`src/rtl/pndo_ram.sv`:
```
// Generic simple dual-port RAM with registered read.
module pndo_ram #(
   parameter int WIDTH = 8,
   parameter int DEPTH = 16
) (
   input  logic                     clock,
   input  logic                     wr_en,
   input  logic [$clog2(DEPTH)-1:0] wr_addr,
   input  logic [WIDTH-1:0]         wr_data,
   input  logic                     rd_en,
   input  logic [$clog2(DEPTH)-1:0] rd_addr,
   output logic [WIDTH-1:0]         rd_data
);

   logic [WIDTH-1:0] mem_ff [DEPTH];
   logic [WIDTH-1:0] rd_data_ff;

   // write port
   always_ff @(posedge clock) begin
      if (wr_en) begin
         mem_ff[wr_addr] <= wr_data;
      end
   end

   // read port, data held while not enabled
   always_ff @(posedge clock) begin
      if (rd_en) begin
         rd_data_ff <= mem_ff[rd_addr];
      end
   end

   assign rd_data = rd_data_ff;

endmodule

```
`config.mk`:
```
export PLATFORM = sky130hd
export DESIGN_NAME = pndo_ram
export DESIGN_NICKNAME = d
export VERILOG_FILES = /design/src/rtl/pndo_ram.sv
export SDC_FILE = /design/constraint.sdc
export NUM_CORES = 1
export LEC_CHECK = 0
export BUFFER_PORTS_ARGS = -buffer_cell sky130_fd_sc_hd__buf_2
export CAP_MARGIN = 30
export CORE_MARGIN = 2
export CORE_UTILIZATION = 45
export DETAILED_ROUTE_END_ITERATION = 16
export GPL_TIMING_DRIVEN = 0
export PLACE_DENSITY = 0.71
export SETUP_SLACK_MARGIN = 0.2
export SLEW_MARGIN = 25
export SYNTH_ARGS = -nofsm -noshare
export SYNTH_HDL_FRONTEND = slang
export SYNTH_SLANG_ARGS = --single-unit
export TNS_END_PERCENT = 1
```
`constraint.sdc`:
```
create_clock -name clock -period 1.7 [get_ports clock]
set_input_delay 0.085 -clock clock [delete_from_list [all_inputs] [get_ports clock]]
set_output_delay 0.085 -clock clock [all_outputs]
set_load 0.01 [all_outputs]
```
==> out/results.txt, run 1 <==
Status = finished clean
Worst setup path class = register to register
Vias in the first global route = 2449
Synth top area cells = edfxtp_1 78%, mux4_2 7.8%, mux4_1 7.0%
Die height = 112 microns
Register area share after synthesis = 0.781
Worst Path Arrival = 1.63 ns
Synth Net Count = 248
Final Hold Fails = 0
Slew Limit Fails = 0
Fin crit period = 1.49 ns
Total track usage = 0.166
CP required = 1.84 ns
Worst Path Max Fanout = 1
Remaining DRCs = 0
Grt met1 use = 0.243
GR peak layer = met1
Pwr Density = 1280 nW/um^2
Post-route cell area = 6150 sq um
Cts hold-fix bufs = 0
#FFs+latches synth = 136
RR Startpoint = mem_ff[9][5]
Worst rel slew slack = 0.442
CTS root buffer = clkbuf_16
Pleak = 0.00205 uW
Cell variety after synth = 18
Prevailing post-synth register cell = edfxtp_1
Mapped Cells = 229
Routed WL = 9750 microns
Routed WL per cell = 22.8 microns
Cell with the most instances after synthesis = edfxtp_1
Worst min-delay path endpoint = rd_data[3]
Buf+Inv Stages, Crit Path = 0
CP peak stage delay = 0.50 ns
GRT Residual Overflow = 0
Final core occ = 0.541
Initial antenna violation count = 0
Placer Congestion = 0.704
Peak supply drop = 0.000703 V
Asr flop ratio synth = 0
Worst hold start = rd_en
Post-synth top area share = 0.781
Boundary pin count = 27
Final setup fails = 0
Unrepaired setup endpoints after global routing = true
Hpwl dp = 6100 microns
Skew final = 0.00619 ns
Syn Area/Cell = 22.8 sq um
Port buffer count = 25
Worst min path class = input pin to register
Crit. End Element = register
Synth top cells by count = 136 x edfxtp_1, 18 x mux4_2, 16 x a22oi_1
Core Footprint = 11400 sq um
DR vias = 2419
Slew of the pin with the lowest slew margin = 0.834 ns
GR Util met3 = 0.0446
Vias per std cell = 5.65
Dominant delay contributor by cell family on the critical path = multiplexers
Initial core utilization = 0.460
Post-route clock period utilization = 0.876
Maximum number of pins on one net before global-route repair = 17
Synth Warn # = 0
Die area = 12500 sq um
Critical path startpoint category = register
GR Util met2 = 0.242
Tot Pwr = 7850 uW
CTS tree = done
Global-route wire length before repair = 14700 microns
Cell Area, Synth = 5230 sq um
Share of layout cells above drive strength 1 = 0.302
# Post-CTS Setup Buffers = 0
Remaining antenna violation count = 0
Post-placement cell area = 5550 sq um
Sum Neg Setup Slack = 0 ns
Hold path cells = 1
Fmax = 0.672 GHz
Worst-path clk slew = 0.06 ns
Slowest cell on the critical path = mux4_1
Worst-skew pair later-pin latency = 0.41 ns
Area grow syn2layout = 17.7%
Crit Reg-Reg Endpoint = rd_data[5]
CTS buffer count = 17
CTS Buffer Depth = 2
Final nets = 292
Hold WS = 0.0120 ns
Num rows = 39
# diodes = 0
Number of max-cap violations = 0
H-tree depth = 4
Drt first pass iters = 5
Width of the die = 112 microns
DR iter-0 viols = 220
Critical path, cell by cell = mux4_1, a22oi_1, nand2_1
Top cell type by total area after synthesis = edfxtp_1
Clk sinks = 136
Register-to-Register Path Depth = 3
Number of synthesized flops with an enable pin = 136
Flop2flop setup slack = 0.21 ns
layout make-up:
class	instances	area [sq um]
repair buffers	25	125
flip-flops and latches	136	4080
multi-input cells	83	1090
well taps	143	179
fillers	857	5220
clock inverters	11	155
clock buffers	20	437
plain buffers	10	86.3
per-stage QoR:
step                worst slack (ns)  instances
floorplan                      0.333        229
global route                   0.152        428
finish                         0.211        428
detailed placement            -0.130        397
global placement              -0.156        397
CTS                            0.189        428
per-layer routing:
layer,vias up,routed length (microns)
li1,1071,-
met1,1253,4360
met2,83,4620
met3,12,627
met4,0,149
met5,-,0
worst reg2reg max path, cell delays in order (launching register included):
cell,delay [ns]
edfxtp_1,0.34
mux4_1,0.50
a22oi_1,0.26
nand2_1,0.12
kinds of logic after synthesis:
kind of cell,count (synthesis),synth area share
flops,136,0.781
simple gates,35,0.0314
mux,32,0.148
compound gates,16,0.0230
buf+inv,10,0.0165
timing repair:
item | CTS | global route
pin swaps | 1 | 0
resized for setup | 1 | 1
setup endpoints to repair | 2 | 8
endpoints found under the hold margin | 0 | 0
sequential cells by signal (all words and copies together) (netlist names):
signal	count
rd_data	8
mem_ff	128
report_power, final:
part / internal [uW] / switching [uW] / total [uW]
Combinational: 147 / 214 / 361
Sequential: 3780 / 16.0 / 3800
Clock: 2420 / 1270 / 3700
cells in the final DEF, fill, tap and decap left out, drive strengths merged:
master / synthesis / layout
nor2: 13 / 13
a22oi: 16 / 16
clkinvlp: 0 / 1
nand2: 9 / 9
mux4: 32 / 32
and2b: 1 / 1
nor2b: 1 / 1
clkbuf: 0 / 20
or3b: 1 / 1
nand3: 1 / 1
edfxtp: 136 / 136
clkinv: 0 / 6
and2: 1 / 1
nor3: 4 / 4
bufinv: 0 / 4
nand2b: 2 / 2
nand3b: 2 / 2
buf: 7 / 32
clkdlybuf4s25: 3 / 3
worst max path at each step:
stage	start	endpoint	slack, ns	cells after the start
final	mem_ff[9][5]	rd_data[5]	0.21	3
after detailed placement	wr_addr[2]	mem_ff[3][0]	-0.13	3
after floorplan	rd_addr[0]	rd_data[1]	0.33	5
after CTS	mem_ff[5][7]	rd_data[7]	0.19	3
after global routing	mem_ff[2][4]	rd_data[4]	0.15	3
after global placement	wr_addr[2]	mem_ff[8][7]	-0.16	3
(Power assumes the default switching activity.)
==> run 2, diff against run 1 <==
--- a/config.mk
+++ b/config.mk
@@ -5,13 +5,15 @@
 export SDC_FILE = /design/constraint.sdc
 export NUM_CORES = 1
 export LEC_CHECK = 0
+export ABC_AREA = 1
+export ABC_CLOCK_PERIOD_IN_PS = 1700
 export BUFFER_PORTS_ARGS = -buffer_cell sky130_fd_sc_hd__buf_2
 export CAP_MARGIN = 30
 export CORE_MARGIN = 2
 export CORE_UTILIZATION = 45
 export DETAILED_ROUTE_END_ITERATION = 16
 export GPL_TIMING_DRIVEN = 0
-export PLACE_DENSITY = 0.71
+export PLACE_DENSITY = 0.7
 export SETUP_SLACK_MARGIN = 0.2
 export SLEW_MARGIN = 25
 export SYNTH_ARGS = -nofsm -noshare
==> run 2 against run 1 <==
Against the previous run: sequential share of layout area down 6.3 points; non-clock buffer count up 14; register-to-register slack better by 0.30 ns; utilization down 0.43 points; cell count up 82%; clock power up 2%; combinational power up 36%; global-route usage up 4.3 points; critical path depth unchanged; critical path type is now input pin to register; largest cell class unchanged.
==> out/results.txt, run 2 <==
Synth top cells by count = 173 x nand2_1, 136 x edfxtp_1, 100 x inv_1
Maximum number of pins on one net before global-route repair = 17 (unchanged)
Worst Path Max Fanout = 8 (+7)
Width of the die = 118 microns (+5.6%)
Vias in the first global route = 3947 (+61%)
Asr flop ratio synth = 0 (unchanged)
Total track usage = 0.209 (+0.0431)
CTS Buffer Depth = 2 (unchanged)
Worst min path class = input pin to register
Pwr Density = 1180 nW/um^2 (-7.2%)
Area grow syn2layout = 16.3%
CTS tree = done
Worst Path Arrival = 1.24 ns (-0.39 ns)
Core Footprint = 12700 sq um (+11%)
Critical path startpoint category = input pin
Post-cts resize count = 0 (-1)
Final setup fails = 0 (unchanged)
CP Launch Point = wr_addr[3]
GRT Residual Overflow = 0 (unchanged)
CP peak stage delay = 0.77 ns (+0.27 ns)
Unrepaired setup endpoints after global routing = false
Clk sinks = 136 (unchanged)
Num rows = 41 (+5.1%)
Synth top area cells = edfxtp_1 70%, nand2_1 11%, nand3_1 8.3%
Pleak = 0.00293 uW (+43%)
Cell variety after synth = 11 (-7)
Routed WL per cell = 17.6 microns (-23%)
Remaining antenna violation count = 0 (unchanged)
CP required = 1.74 ns (-0.10 ns)
Biggest register = mem_ff
Post-synth top area share = 0.698 (-0.0828)
Final Hold Fails = 0 (unchanged)
Register area share after synthesis = 0.698 (-0.0828)
Initial antenna violation count = 0 (unchanged)
Fmax = 0.835 GHz (+24%)
Worst-path clk slew = 0.06 ns (about the same)
Boundary pin count = 27 (unchanged)
Worst hold start = wr_data[5]
Top cell type by total area after synthesis = edfxtp_1
Prevailing post-synth register cell = edfxtp_1
Routed WL = 13700 microns (+41%)
DR iter-0 viols = 372 (+69%)
DR vias = 3929 (+62%)
RR Startpoint = mem_ff[2][0]
Drt first pass iters = 5 (unchanged)
Post-route clock period utilization = 0.705 (-0.171)
Initial core utilization = 0.461 (+0.00166)
Slowest cell on the critical path = nor2_1
Port buffer count = 23 (-8.0%)
Max reg flops = 128 (unchanged)
Number of synthesized flops with an enable pin = 136 (unchanged)
Commonest non-fill, non-tap cell in the layout = nand2_1
Die height = 118 microns (+5.6%)
Remaining DRCs = 0 (unchanged)
Mapped Cells = 551 (+140%)
Fin crit period = 1.20 ns (-0.291 ns)
Worst rel slew slack = 0.368 (-0.0733)
Peak supply drop = 0.000679 V (-3.4%)
Status = finished clean
H-tree depth = 4 (unchanged)
Synth Warn # = 0 (unchanged)
Share of layout cells above drive strength 1 = 0.127 (-0.175)
Slew of the pin with the lowest slew margin = 0.944 ns (+0.110 ns)
Hold WS = 0.0866 ns (+0.0746 ns)
Worst setup path class = input pin to register
Critical path, cell by cell = buf_2, nand3b_1, nor2_1
Die area = 13900 sq um (+11%)
Worst-skew pair later-pin latency = 0.42 ns (about the same)
Number of max-cap violations = 0 (unchanged)
Vias per std cell = 5.04 (-11%)
Syn Area/Cell = 10.6 sq um (-54%)
Placer Congestion = 0.873 (+24%)
Cell Area, Synth = 5850 sq um (+12%)
Final core occ = 0.537 (-0.00433)
Final nets = 614 (+110%)
Global-route wire length before repair = 21500 microns (+47%)
Slew Limit Fails = 0 (unchanged)
Skew final = 0.00341 ns (-0.00278 ns)
Sum Neg Setup Slack = 0 ns (unchanged)
Hpwl dp = 8920 microns (+46%)
# diodes = 0 (unchanged)
#FFs+latches synth = 136 (unchanged)
Cell with the most instances after synthesis = nand2_1
CTS root buffer = clkbuf_16
Crit. End Element = register
Commonest non-fill, non-tap cells in the layout = 173 x nand2_1, 136 x edfxtp_1, 100 x inv_1, 97 x nand3_1, 36 x buf_2
Synth Net Count = 570 (+130%)
CTS buffer count = 17 (unchanged)
==> run 2: cell types whose count changed after synthesis, sizes merged, moves of 16 or more <==
cell,change
inv,+102
nand3,+96
mux4,-32
nand2,+164
a22oi,-16
buf,+17
==> run 2: cells by family (layout without fill, tap and decap cells) <==
logic type	after synthesis	count (layout)	share of synthesized area
buffers and inverters	126	182	0.0939
flip-flops	136	136	0.698
AND/OR/NAND/NOR	289	289	0.208
==> run 2: worst paths after layout <==
check,to,slack [ns],depth (start not counted)
hold / removal,mem_ff[10][5],0.09,1
setup / recovery,mem_ff[7][5],0.50,3
setup reg to reg,rd_data[0],0.51,6
hold reg to reg,rd_data[1],0.82,6
==> run 2: metal layers <==
layer | GRT usage | part of all wire | up-vias
li1 | - | - | 1875
met1 | 0.269 | 0.40 | 1813
met2 | 0.331 | 0.47 | 214
met3 | 0.0606 | 0.094 | 27
met4 | 0.0919 | 0.026 | 0
met5 | 0 | 0 | -
==> run 2: power breakdown <==
group	total [uW]	switching (uW)	internal, uW
combinational	491	348	143
sequential	3800	17.8	3780
clock	3770	1340	2430
==> run 2: cell type report <==
cell class,instances,area (sq um)
fill,1069,5870
sequential,136,4080
multi-input combinational,289,1210
clock buffer,17,425
inverter,102,383
tap,172,215
clock inverter,14,183
buffer,24,166
timing repair buffer,25,133
==> run 2: stage by stage <==
stage / total power, uW / instance area (sq um) / worst slack, ns / std cells
6_report: 8050 / 6800 / 0.502 / 779
3_5_place_dp: 4340 / 6180 / 0.0313 / 746
2_1_floorplan: 4140 / 5850 / 0.664 / 551
5_1_grt: 8280 / 6800 / 0.420 / 779
4_1_cts: 8080 / 6800 / 0.472 / 778
3_3_place_gp: 4330 / 6180 / 0.121 / 746
==> run 2: critical path, delay by kind of cell <==
family,cells,cell delay [ns]
buffers and inverters,1,0.12
and+or+nand+nor,2,1.03
==> run 2: repair_timing <==
action	4_1_cts	5_1_grt
buffers inserted	0	0
hold endpoints to repair	8	0
hold buffers	1	0
